File: config.mk
export PLATFORM = sky130hd
export DESIGN_NAME = range_frame_deframer
export DESIGN_NICKNAME = d
export VERILOG_FILES = /design/src/rtl/core/rfd_pkg.sv /design/src/rtl/core/rfd_front.sv /design/src/rtl/core/rfd_queue.sv /design/src/rtl/core/rfd_back.sv /design/src/rtl/core/range_frame_deframer.sv
export SDC_FILE = /design/constraint.sdc
export NUM_CORES = 1
export LEC_CHECK = 0
export BUFFER_PORTS_ARGS = -buffer_cell sky130_fd_sc_hd__buf_2
export CAP_MARGIN = 20
export CORE_AREA = 2 2 153 155
export CTS_CLUSTER_DIAMETER = 60
export DETAILED_ROUTE_END_ITERATION = 10
export DIE_AREA = 0 0 155 157
export HOLD_SLACK_MARGIN = 0.05
export PLACE_DENSITY = 0.8
export SLEW_MARGIN = 20
export SYNTH_ARGS = -nofsm -noshare
export SYNTH_HDL_FRONTEND = slang
export SYNTH_SLANG_ARGS = --single-unit
File: constraint.sdc
create_clock -name clk -period 9.4 [get_ports clk]
set_input_delay 1.88 -clock clk [delete_from_list [all_inputs] [get_ports clk]]
set_output_delay 1.88 -clock clk [all_outputs]
set_load 0.02 [all_outputs]
File: src/rtl/core/rfd_pkg.sv
// Shared types and constants of the range frame deframer.
package rfd_pkg;

  localparam int RX_W       = 8;
  localparam int VALUE_W    = 16;
  localparam int INDEX_W    = 9;
  localparam int HDR_W      = 64;
  localparam int HLEN_W     = 4;
  localparam int PWORDS_W   = 10;
  localparam int CFG_DATA_W = 64;
  localparam int CFG_IDX_W  = 2;

  localparam logic [HDR_W-1:0]    HDR_RESET    = '0;
  localparam logic [HLEN_W-1:0]   HLEN_RESET   = 4'd7;
  localparam logic [PWORDS_W-1:0] PWORDS_RESET = 10'd361;

  // Word queue between the byte front end and the output stage
  localparam int Q_DEPTH = 2;
  localparam int Q_PTR_W = 1;
  localparam int Q_CNT_W = 2;

  typedef enum logic [CFG_IDX_W-1:0] {
    CFG_HEADER_BYTES  = 2'd0,
    CFG_HEADER_LEN    = 2'd1,
    CFG_PAYLOAD_WORDS = 2'd2
  } cfg_reg_t;

  typedef struct packed {
    logic [RX_W-1:0]    low_byte;
    logic [RX_W-1:0]    high_byte;
    logic [INDEX_W-1:0] index;
    logic               last;
  } word_t;

  typedef struct packed {
    logic full;
    logic empty;
  } q_status_t;

endpackage

File: src/rtl/core/rfd_front.sv
// Byte front end: config registers, header hunt and word pairing.
module rfd_front #(
  parameter int MAX_HEADER = 8,
  parameter int MAX_WORDS  = 512
) (
  input  logic                            clk,
  input  logic                            rst_n,
  input  logic                            cfg_wr_en,
  input  logic [rfd_pkg::CFG_IDX_W-1:0]   cfg_index,
  input  logic [rfd_pkg::CFG_DATA_W-1:0]  cfg_data,
  input  logic                            byte_accept,
  input  logic [rfd_pkg::RX_W-1:0]        rx_byte,
  output logic                            q_push,
  output rfd_pkg::word_t                  q_item
);

  localparam int HIST_W = 8 * MAX_HEADER;
  localparam int HC_W   = $clog2(MAX_HEADER + 1);
  localparam int IDX_W  = $clog2(MAX_WORDS);
  localparam int CMP_W  = (IDX_W + 1 > rfd_pkg::PWORDS_W) ? IDX_W + 1 : rfd_pkg::PWORDS_W;

  logic [HIST_W-1:0]                hdr_r;
  logic [rfd_pkg::HLEN_W-1:0]       hlen_r;
  logic [rfd_pkg::PWORDS_W-1:0]     pwords_r;

  logic [HIST_W-1:0]                hist_r, hist_nxt;
  logic [HC_W-1:0]                  hcnt_r, hcnt_nxt;
  logic                             in_payload_r, in_payload_nxt;
  logic                             have_low_r, have_low_nxt;
  logic [IDX_W-1:0]                 idx_r, idx_nxt;
  logic [rfd_pkg::RX_W-1:0]         low_r, low_nxt;

  logic [HIST_W-1:0]                hist_shift;
  logic [HC_W-1:0]                  hcnt_inc;
  logic [rfd_pkg::HLEN_W-1:0]       keff;
  logic                             hit;
  logic                             ok;
  logic [CMP_W-1:0]                 weff;
  logic [CMP_W-1:0]                 idx_plus;
  logic                             last;
  logic [IDX_W+rfd_pkg::INDEX_W-1:0] idx_ext;

  // Config writes
  always_ff @(posedge clk) begin
    if (!rst_n) begin
      hdr_r    <= rfd_pkg::HDR_RESET[HIST_W-1:0];
      hlen_r   <= rfd_pkg::HLEN_RESET;
      pwords_r <= rfd_pkg::PWORDS_RESET;
    end else if (cfg_wr_en) begin
      unique case (cfg_index)
        rfd_pkg::CFG_HEADER_BYTES:  hdr_r    <= cfg_data[HIST_W-1:0];
        rfd_pkg::CFG_HEADER_LEN:    hlen_r   <= cfg_data[rfd_pkg::HLEN_W-1:0];
        rfd_pkg::CFG_PAYLOAD_WORDS: pwords_r <= cfg_data[rfd_pkg::PWORDS_W-1:0];
        default: ;
      endcase
    end
  end

  // Clamp header length and payload size
  always_comb begin
    if (hlen_r == '0) keff = rfd_pkg::HLEN_W'(1);
    else if (hlen_r > rfd_pkg::HLEN_W'(MAX_HEADER)) keff = rfd_pkg::HLEN_W'(MAX_HEADER);
    else keff = hlen_r;

    if (pwords_r == '0) weff = CMP_W'(1);
    else if (CMP_W'(pwords_r) > CMP_W'(MAX_WORDS)) weff = CMP_W'(MAX_WORDS);
    else weff = CMP_W'(pwords_r);
  end

  assign hist_shift = (hist_r << 8) | HIST_W'(rx_byte);
  assign hcnt_inc   = (hcnt_r < HC_W'(MAX_HEADER)) ? hcnt_r + HC_W'(1) : hcnt_r;

  // Newest byte sits at position 0; header byte j must sit at position k-1-j
  always_comb begin
    hit = 1'b0;
    ok  = 1'b0;
    for (int k = 1; k <= MAX_HEADER; k++) begin
      ok = 1'b1;
      for (int j = 0; j < k; j++) begin
        if (hist_shift[8*(k-1-j) +: 8] != hdr_r[8*j +: 8]) ok = 1'b0;
      end
      if (keff == rfd_pkg::HLEN_W'(k)) hit = ok;
    end
  end

  assign idx_plus = CMP_W'(idx_r) + CMP_W'(1);
  assign last     = (idx_plus >= weff);
  assign idx_ext  = {{rfd_pkg::INDEX_W{1'b0}}, idx_r};

  always_comb begin
    hist_nxt       = hist_r;
    hcnt_nxt       = hcnt_r;
    in_payload_nxt = in_payload_r;
    have_low_nxt   = have_low_r;
    idx_nxt        = idx_r;
    low_nxt        = low_r;
    q_push         = 1'b0;
    if (byte_accept) begin
      if (!in_payload_r) begin
        hist_nxt = hist_shift;
        hcnt_nxt = hcnt_inc;
        if ((rfd_pkg::HLEN_W'(hcnt_inc) >= keff) && hit) begin
          in_payload_nxt = 1'b1;
          hist_nxt       = '0;
          hcnt_nxt       = '0;
          have_low_nxt   = 1'b0;
          idx_nxt        = '0;
        end
      end else if (!have_low_r) begin
        low_nxt      = rx_byte;
        have_low_nxt = 1'b1;
      end else begin
        q_push       = 1'b1;
        have_low_nxt = 1'b0;
        if (last) begin
          in_payload_nxt = 1'b0;
          idx_nxt        = '0;
          hist_nxt       = '0;
          hcnt_nxt       = '0;
        end else begin
          idx_nxt = idx_plus[IDX_W-1:0];
        end
      end
    end
  end

  assign q_item.low_byte  = low_r;
  assign q_item.high_byte = rx_byte;
  assign q_item.index     = idx_ext[rfd_pkg::INDEX_W-1:0];
  assign q_item.last      = last;

  always_ff @(posedge clk) begin
    if (!rst_n) begin
      hist_r       <= '0;
      hcnt_r       <= '0;
      in_payload_r <= 1'b0;
      have_low_r   <= 1'b0;
      idx_r        <= '0;
    end else begin
      hist_r       <= hist_nxt;
      hcnt_r       <= hcnt_nxt;
      in_payload_r <= in_payload_nxt;
      have_low_r   <= have_low_nxt;
      idx_r        <= idx_nxt;
    end
  end

  always_ff @(posedge clk) begin
    low_r <= low_nxt;
  end

endmodule

File: src/rtl/core/rfd_queue.sv
// Two-entry word queue between front end and output stage.
module rfd_queue (
  input  logic                clk,
  input  logic                rst_n,
  input  logic                push,
  input  rfd_pkg::word_t      push_item,
  input  logic                pop,
  output rfd_pkg::word_t      head_item,
  output rfd_pkg::q_status_t  status
);

  rfd_pkg::word_t                 mem_r [rfd_pkg::Q_DEPTH];
  logic [rfd_pkg::Q_PTR_W-1:0]    wr_ptr_r, rd_ptr_r;
  logic [rfd_pkg::Q_CNT_W-1:0]    cnt_r, cnt_nxt;

  assign status.full  = (cnt_r == rfd_pkg::Q_CNT_W'(rfd_pkg::Q_DEPTH));
  assign status.empty = (cnt_r == '0);
  assign head_item    = mem_r[rd_ptr_r];

  always_comb begin
    cnt_nxt = cnt_r;
    if (push && !pop) cnt_nxt = cnt_r + rfd_pkg::Q_CNT_W'(1);
    else if (pop && !push) cnt_nxt = cnt_r - rfd_pkg::Q_CNT_W'(1);
  end

  always_ff @(posedge clk) begin
    if (!rst_n) begin
      wr_ptr_r <= '0;
      rd_ptr_r <= '0;
      cnt_r    <= '0;
    end else begin
      cnt_r <= cnt_nxt;
      if (push) wr_ptr_r <= wr_ptr_r + rfd_pkg::Q_PTR_W'(1);
      if (pop)  rd_ptr_r <= rd_ptr_r + rfd_pkg::Q_PTR_W'(1);
    end
  end

  always_ff @(posedge clk) begin
    if (push) mem_r[wr_ptr_r] <= push_item;
  end

endmodule

File: src/rtl/core/rfd_back.sv
// Output stage: builds the range word and holds it until taken.
module rfd_back (
  input  logic                          clk,
  input  logic                          rst_n,
  input  logic                          q_valid,
  input  rfd_pkg::word_t                q_item,
  output logic                          q_pop,
  output logic                          out_valid,
  input  logic                          out_stall,
  output logic [rfd_pkg::VALUE_W-1:0]   out_range_value,
  output logic [rfd_pkg::INDEX_W-1:0]   out_range_index,
  output logic                          out_last_word
);

  logic                          valid_r;
  logic [rfd_pkg::VALUE_W-1:0]   value_r;
  logic [rfd_pkg::INDEX_W-1:0]   index_r;
  logic                          last_r;

  // Load whenever the register is empty or being taken
  assign q_pop = q_valid && (!valid_r || !out_stall);

  always_ff @(posedge clk) begin
    if (!rst_n) begin
      valid_r <= 1'b0;
    end else if (!valid_r || !out_stall) begin
      valid_r <= q_valid;
    end
  end

  always_ff @(posedge clk) begin
    if (q_pop) begin
      value_r <= {q_item.high_byte, q_item.low_byte};
      index_r <= q_item.index;
      last_r  <= q_item.last;
    end
  end

  assign out_valid       = valid_r;
  assign out_range_value = value_r;
  assign out_range_index = index_r;
  assign out_last_word   = last_r;

endmodule

File: src/rtl/core/range_frame_deframer.sv
// Top level of the range frame deframer.
//
//  channel | ports                                    | direction | transaction
//  --------+------------------------------------------+-----------+---------------------
//  in      | in_valid, in_stall, in_rx_byte           | input     | one received byte
//  out     | out_valid, out_stall, out_range_value,   | output    | one range word
//          | out_range_index, out_last_word           |           |
//  cfg     | cfg_wr_en, cfg_index, cfg_data           | input     | one register write
//
//  One byte is taken every cycle while in_stall is low; a word reaches the output
//  register by way of the word queue (the edge that takes its high byte writes the
//  queue, and the output register loads from it when empty or being taken). The
//  combinational hunt compare and pairing logic sets that rate.
//  in_stall rises only when the two-entry queue has filled behind a stalled
//  output register. Reset is synchronous: config registers go to their defaults and
//  the hunt restarts with an empty history.
module range_frame_deframer #(
  parameter int MAX_HEADER = 8,
  parameter int MAX_WORDS  = 512
) (
  input  logic                            clk,
  input  logic                            rst_n,
  input  logic                            in_valid,
  output logic                            in_stall,
  input  logic [rfd_pkg::RX_W-1:0]        in_rx_byte,
  output logic                            out_valid,
  input  logic                            out_stall,
  output logic [rfd_pkg::VALUE_W-1:0]     out_range_value,
  output logic [rfd_pkg::INDEX_W-1:0]     out_range_index,
  output logic                            out_last_word,
  input  logic                            cfg_wr_en,
  input  logic [rfd_pkg::CFG_IDX_W-1:0]   cfg_index,
  input  logic [rfd_pkg::CFG_DATA_W-1:0]  cfg_data
);

  logic                byte_accept;
  logic                q_push;
  logic                q_pop;
  rfd_pkg::word_t      q_in_item;
  rfd_pkg::word_t      q_head_item;
  rfd_pkg::q_status_t  q_status;

  // Hold bytes off only when no queue slot is free
  assign in_stall    = q_status.full;
  assign byte_accept = in_valid && !in_stall;

  // Front: hunt for the header, pair payload bytes into words
  rfd_front #(
    .MAX_HEADER (MAX_HEADER),
    .MAX_WORDS  (MAX_WORDS)
  ) u_front (
    .clk         (clk),
    .rst_n       (rst_n),
    .cfg_wr_en   (cfg_wr_en),
    .cfg_index   (cfg_index),
    .cfg_data    (cfg_data),
    .byte_accept (byte_accept),
    .rx_byte     (in_rx_byte),
    .q_push      (q_push),
    .q_item      (q_in_item)
  );

  // Decouple front from a stalled output
  rfd_queue u_queue (
    .clk       (clk),
    .rst_n     (rst_n),
    .push      (q_push),
    .push_item (q_in_item),
    .pop       (q_pop),
    .head_item (q_head_item),
    .status    (q_status)
  );

  // Back: assemble range value and present it
  rfd_back u_back (
    .clk             (clk),
    .rst_n           (rst_n),
    .q_valid         (!q_status.empty),
    .q_item          (q_head_item),
    .q_pop           (q_pop),
    .out_valid       (out_valid),
    .out_stall       (out_stall),
    .out_range_value (out_range_value),
    .out_range_index (out_range_index),
    .out_last_word   (out_last_word)
  );

endmodule

==> reports/qor.yml <==
status: "completed"
worstSkewPairLatency_ns: 0.54
criticalPathCategory: "in -> reg"
yosysTopAreaCell: "dfxtp_1"
ys_ff_latch: 240
finalHoldViolCount: 0
switchingPower_uw: 964
synth_area_per_cell_sq_um: 9.98
cts_buffers: 25
grt_setup_unrepaired: "false"
drc: 0
final_cell_mix: "208 x xor2_1, 179 x nand2_1, 153 x dfxtp_1"
firstDrtPassIters: 5
grt_pass1_wl_microns: 53900
worstPathArrival_ns: 4.50
synth_enable_flop_cells: 86
die_area_sq_mm: 0.0243
routed_wl_microns: 35600
ir_worst_vdd_mv: 0.136
syn_to_final_growth_pct: 9.74
wl_per_cell_microns: 22.9
cts_setup_buffers: 0
pre_cts_slack_ns: 4.85
pwr-share-comb: 0.207
setup_viol: 0
postSynthCellCount: 1238
internal-power_mw: 2.08
numPortBuffers: 106
fin_tns_setup_ns: 0
clk_pin_slew_ns: 0.06
grt.overflow.total: 0
diodes: 0
drive_gt1_frac: 0.159
synth_cell_types: 57
tritoncts: "yes"
slew_headroom: 0.306
io_pins: 107
drv_slew: 0
fin_ws_ns: 5.34
start_kind: "primary input"
vias: 9287
synth.top_cell.area_share: 0.250
final.setup_skew_ns: 0.0162
grt_start_max_net_pins: 81
place_area_sq_mm: 0.0127
place_congestion: 1.10
p_clk_frac: 0.336
holdBufCountCts: 0
synthesis.nets: 1334
clock_sinks: 240
max-cap-violations: 0
crit_fanout: 36
dieHeight_microns: 157
synth-async-reset-ratio: 0
core_sq_mm: 0.0225
netlist_area_sq_mm: 0.0124
grt_usage: 0.292
tightest_slew_ns: 1.04
power.leakage_nw: 5.84
fmax_mhz: 246
cts.path.max_buffers: 3
p_sw_frac: 0.317
row_count: 55
start_util: 0.549
grt_pass1_vias: 9002
die_x_microns: 155
post_cts_resized: 0
mostFrequentLayoutCell: "xor2_1"
hold_class: "reg -> reg"
seq_power_share: 0.457
nNetsFinal: 1345
cts-root-buf: "clkbuf_16"
synth-main-ff-cell: "dfxtp_1"
cp.required_ns: 9.83
via_per_inst: 5.98
finalPower_mw: 3.04
ys_seq_area_frac: 0.459
power_density_mw_per_mm2: 224
antenna_left: 0
synth_area_leaders: "dfxtp_1 25%, edfxtp_1 21%, xor2_1 15%"
cp-end-kind: "register"
dpl.hpwl_microns: 24900
antenna_found_initial: 0
final.period_utilization: 0.432
yosys_warnings: 0
htree_levels: 1
min_period_ns: 4.06
first_iter_violations: 724
final_area_sq_mm: 0.0136
power by group through the flow:
stage	Sequential (mW)	Clock, mW	Combinational (mW)
after floorplan	1.32	0	0.506
after global placement	1.40	0	0.614
after detailed placement	1.40	0	0.625
after CTS	1.38	1.04	0.626
after global routing	1.40	1.08	0.684
final	1.39	1.02	0.628
kinds of logic after synthesis:
family	share of synthesized area
AOI/OAI and AO/OA	0.0979
buffers and inverters	0.0550
xor gates and xnor gates	0.214
and+or+nand+nor	0.129
muxes	0.0279
adders and majority gates	0.0172
DFF	0.459
final timing paths:
check | startpoint | endpoint | slack [ns] | cells after the start
min reg2reg | u_front.low_r[5]$_DFFE_PP_ | u_queue.mem_r[1][23]$_DFFE_PP_ | 0.45 | 0
max | in_rx_byte[7] | u_front.hcnt_r[0]$_SDFFE_PN0P_ | 5.34 | 10
max reg2reg | u_front.idx_r[0]$_SDFFE_PN0P_ | u_front.hcnt_r[0]$_SDFFE_PN0P_ | 5.66 | 14
min | u_front.low_r[5]$_DFFE_PP_ | u_queue.mem_r[1][23]$_DFFE_PP_ | 0.45 | 0
worst max-delay path, cell delays in order:
cell       delay (ns)
buf_2            0.37
xor2_1           0.12
nor4_1           0.46
nand3_1          0.15
o31ai_1          0.32
o22a_2           0.26
o2bb2ai_4        0.21
buf_4            0.33
a21o_1           0.22
a22o_1           0.17
flip-flops by register name (all words and copies together), names as in the netlist, 2 cells and up:
| signal | cells |
|---|---|
| u_queue.cnt_r | 2 |
| u_front.hcnt_r | 4 |
| u_front.hlen_r | 4 |
| u_queue.mem_r | 52 |
| u_front.pwords_r | 10 |
| u_back.out_range_index | 9 |
| u_back.out_range_value | 16 |
| u_front.hist_r | 56 |
| u_front.idx_r | 9 |
| u_front.low_r | 8 |
| u_front.hdr_r | 64 |
final cells by class:
cell class              instances  area, sq um
multi-input cells             860         6050
fillers                      1863         8940
flip-flops and latches        240         5670
clock inverters                17          191
well taps                     285          357
repair buffers                113          583
inverters                       9         33.8
clock buffers                  29          681
routing by layer:
layer  global-route usage  wire (microns)  vias to the layer above
met4                0.163            2140                        0
li1                     -               -                     4265
met1                0.379           15200                     4488
met2                0.473           16000                      415
met3               0.0413            2250                      119
met5                    0               0                        -
per-stage QoR:
stage                     hold slack (ns)  instances  utilization
after CTS                           0.445       1553        0.603
after global routing                0.460       1553        0.603
after detailed placement            0.430       1507        0.564
after global placement              0.422       1507        0.564
final                               0.447       1553        0.603
after floorplan                     0.421       1238            -
cell usage after synthesis, drive strengths merged, types with 2 or more instances:
library cell	instances
nand4b	2
nand2	179
a21oi	78
mux2	27
nor2b	2
nor3	6
nor2	19
inv	8
o21ai	9
xor2	208
mux2i	4
or3	2
a21o	7
a31oi	6
a22o	60
nor3b	2
dfxtp	154
edfxtp	86
o31ai	2
nand4	32
nor4	58
ha	17
nand3b	2
buf	95
nand2b	6
a221oi	2
nand3	19
and2	3
xnor2	94
clkbuf	34
No activity file was read; power rests on OpenSTA's default activity.
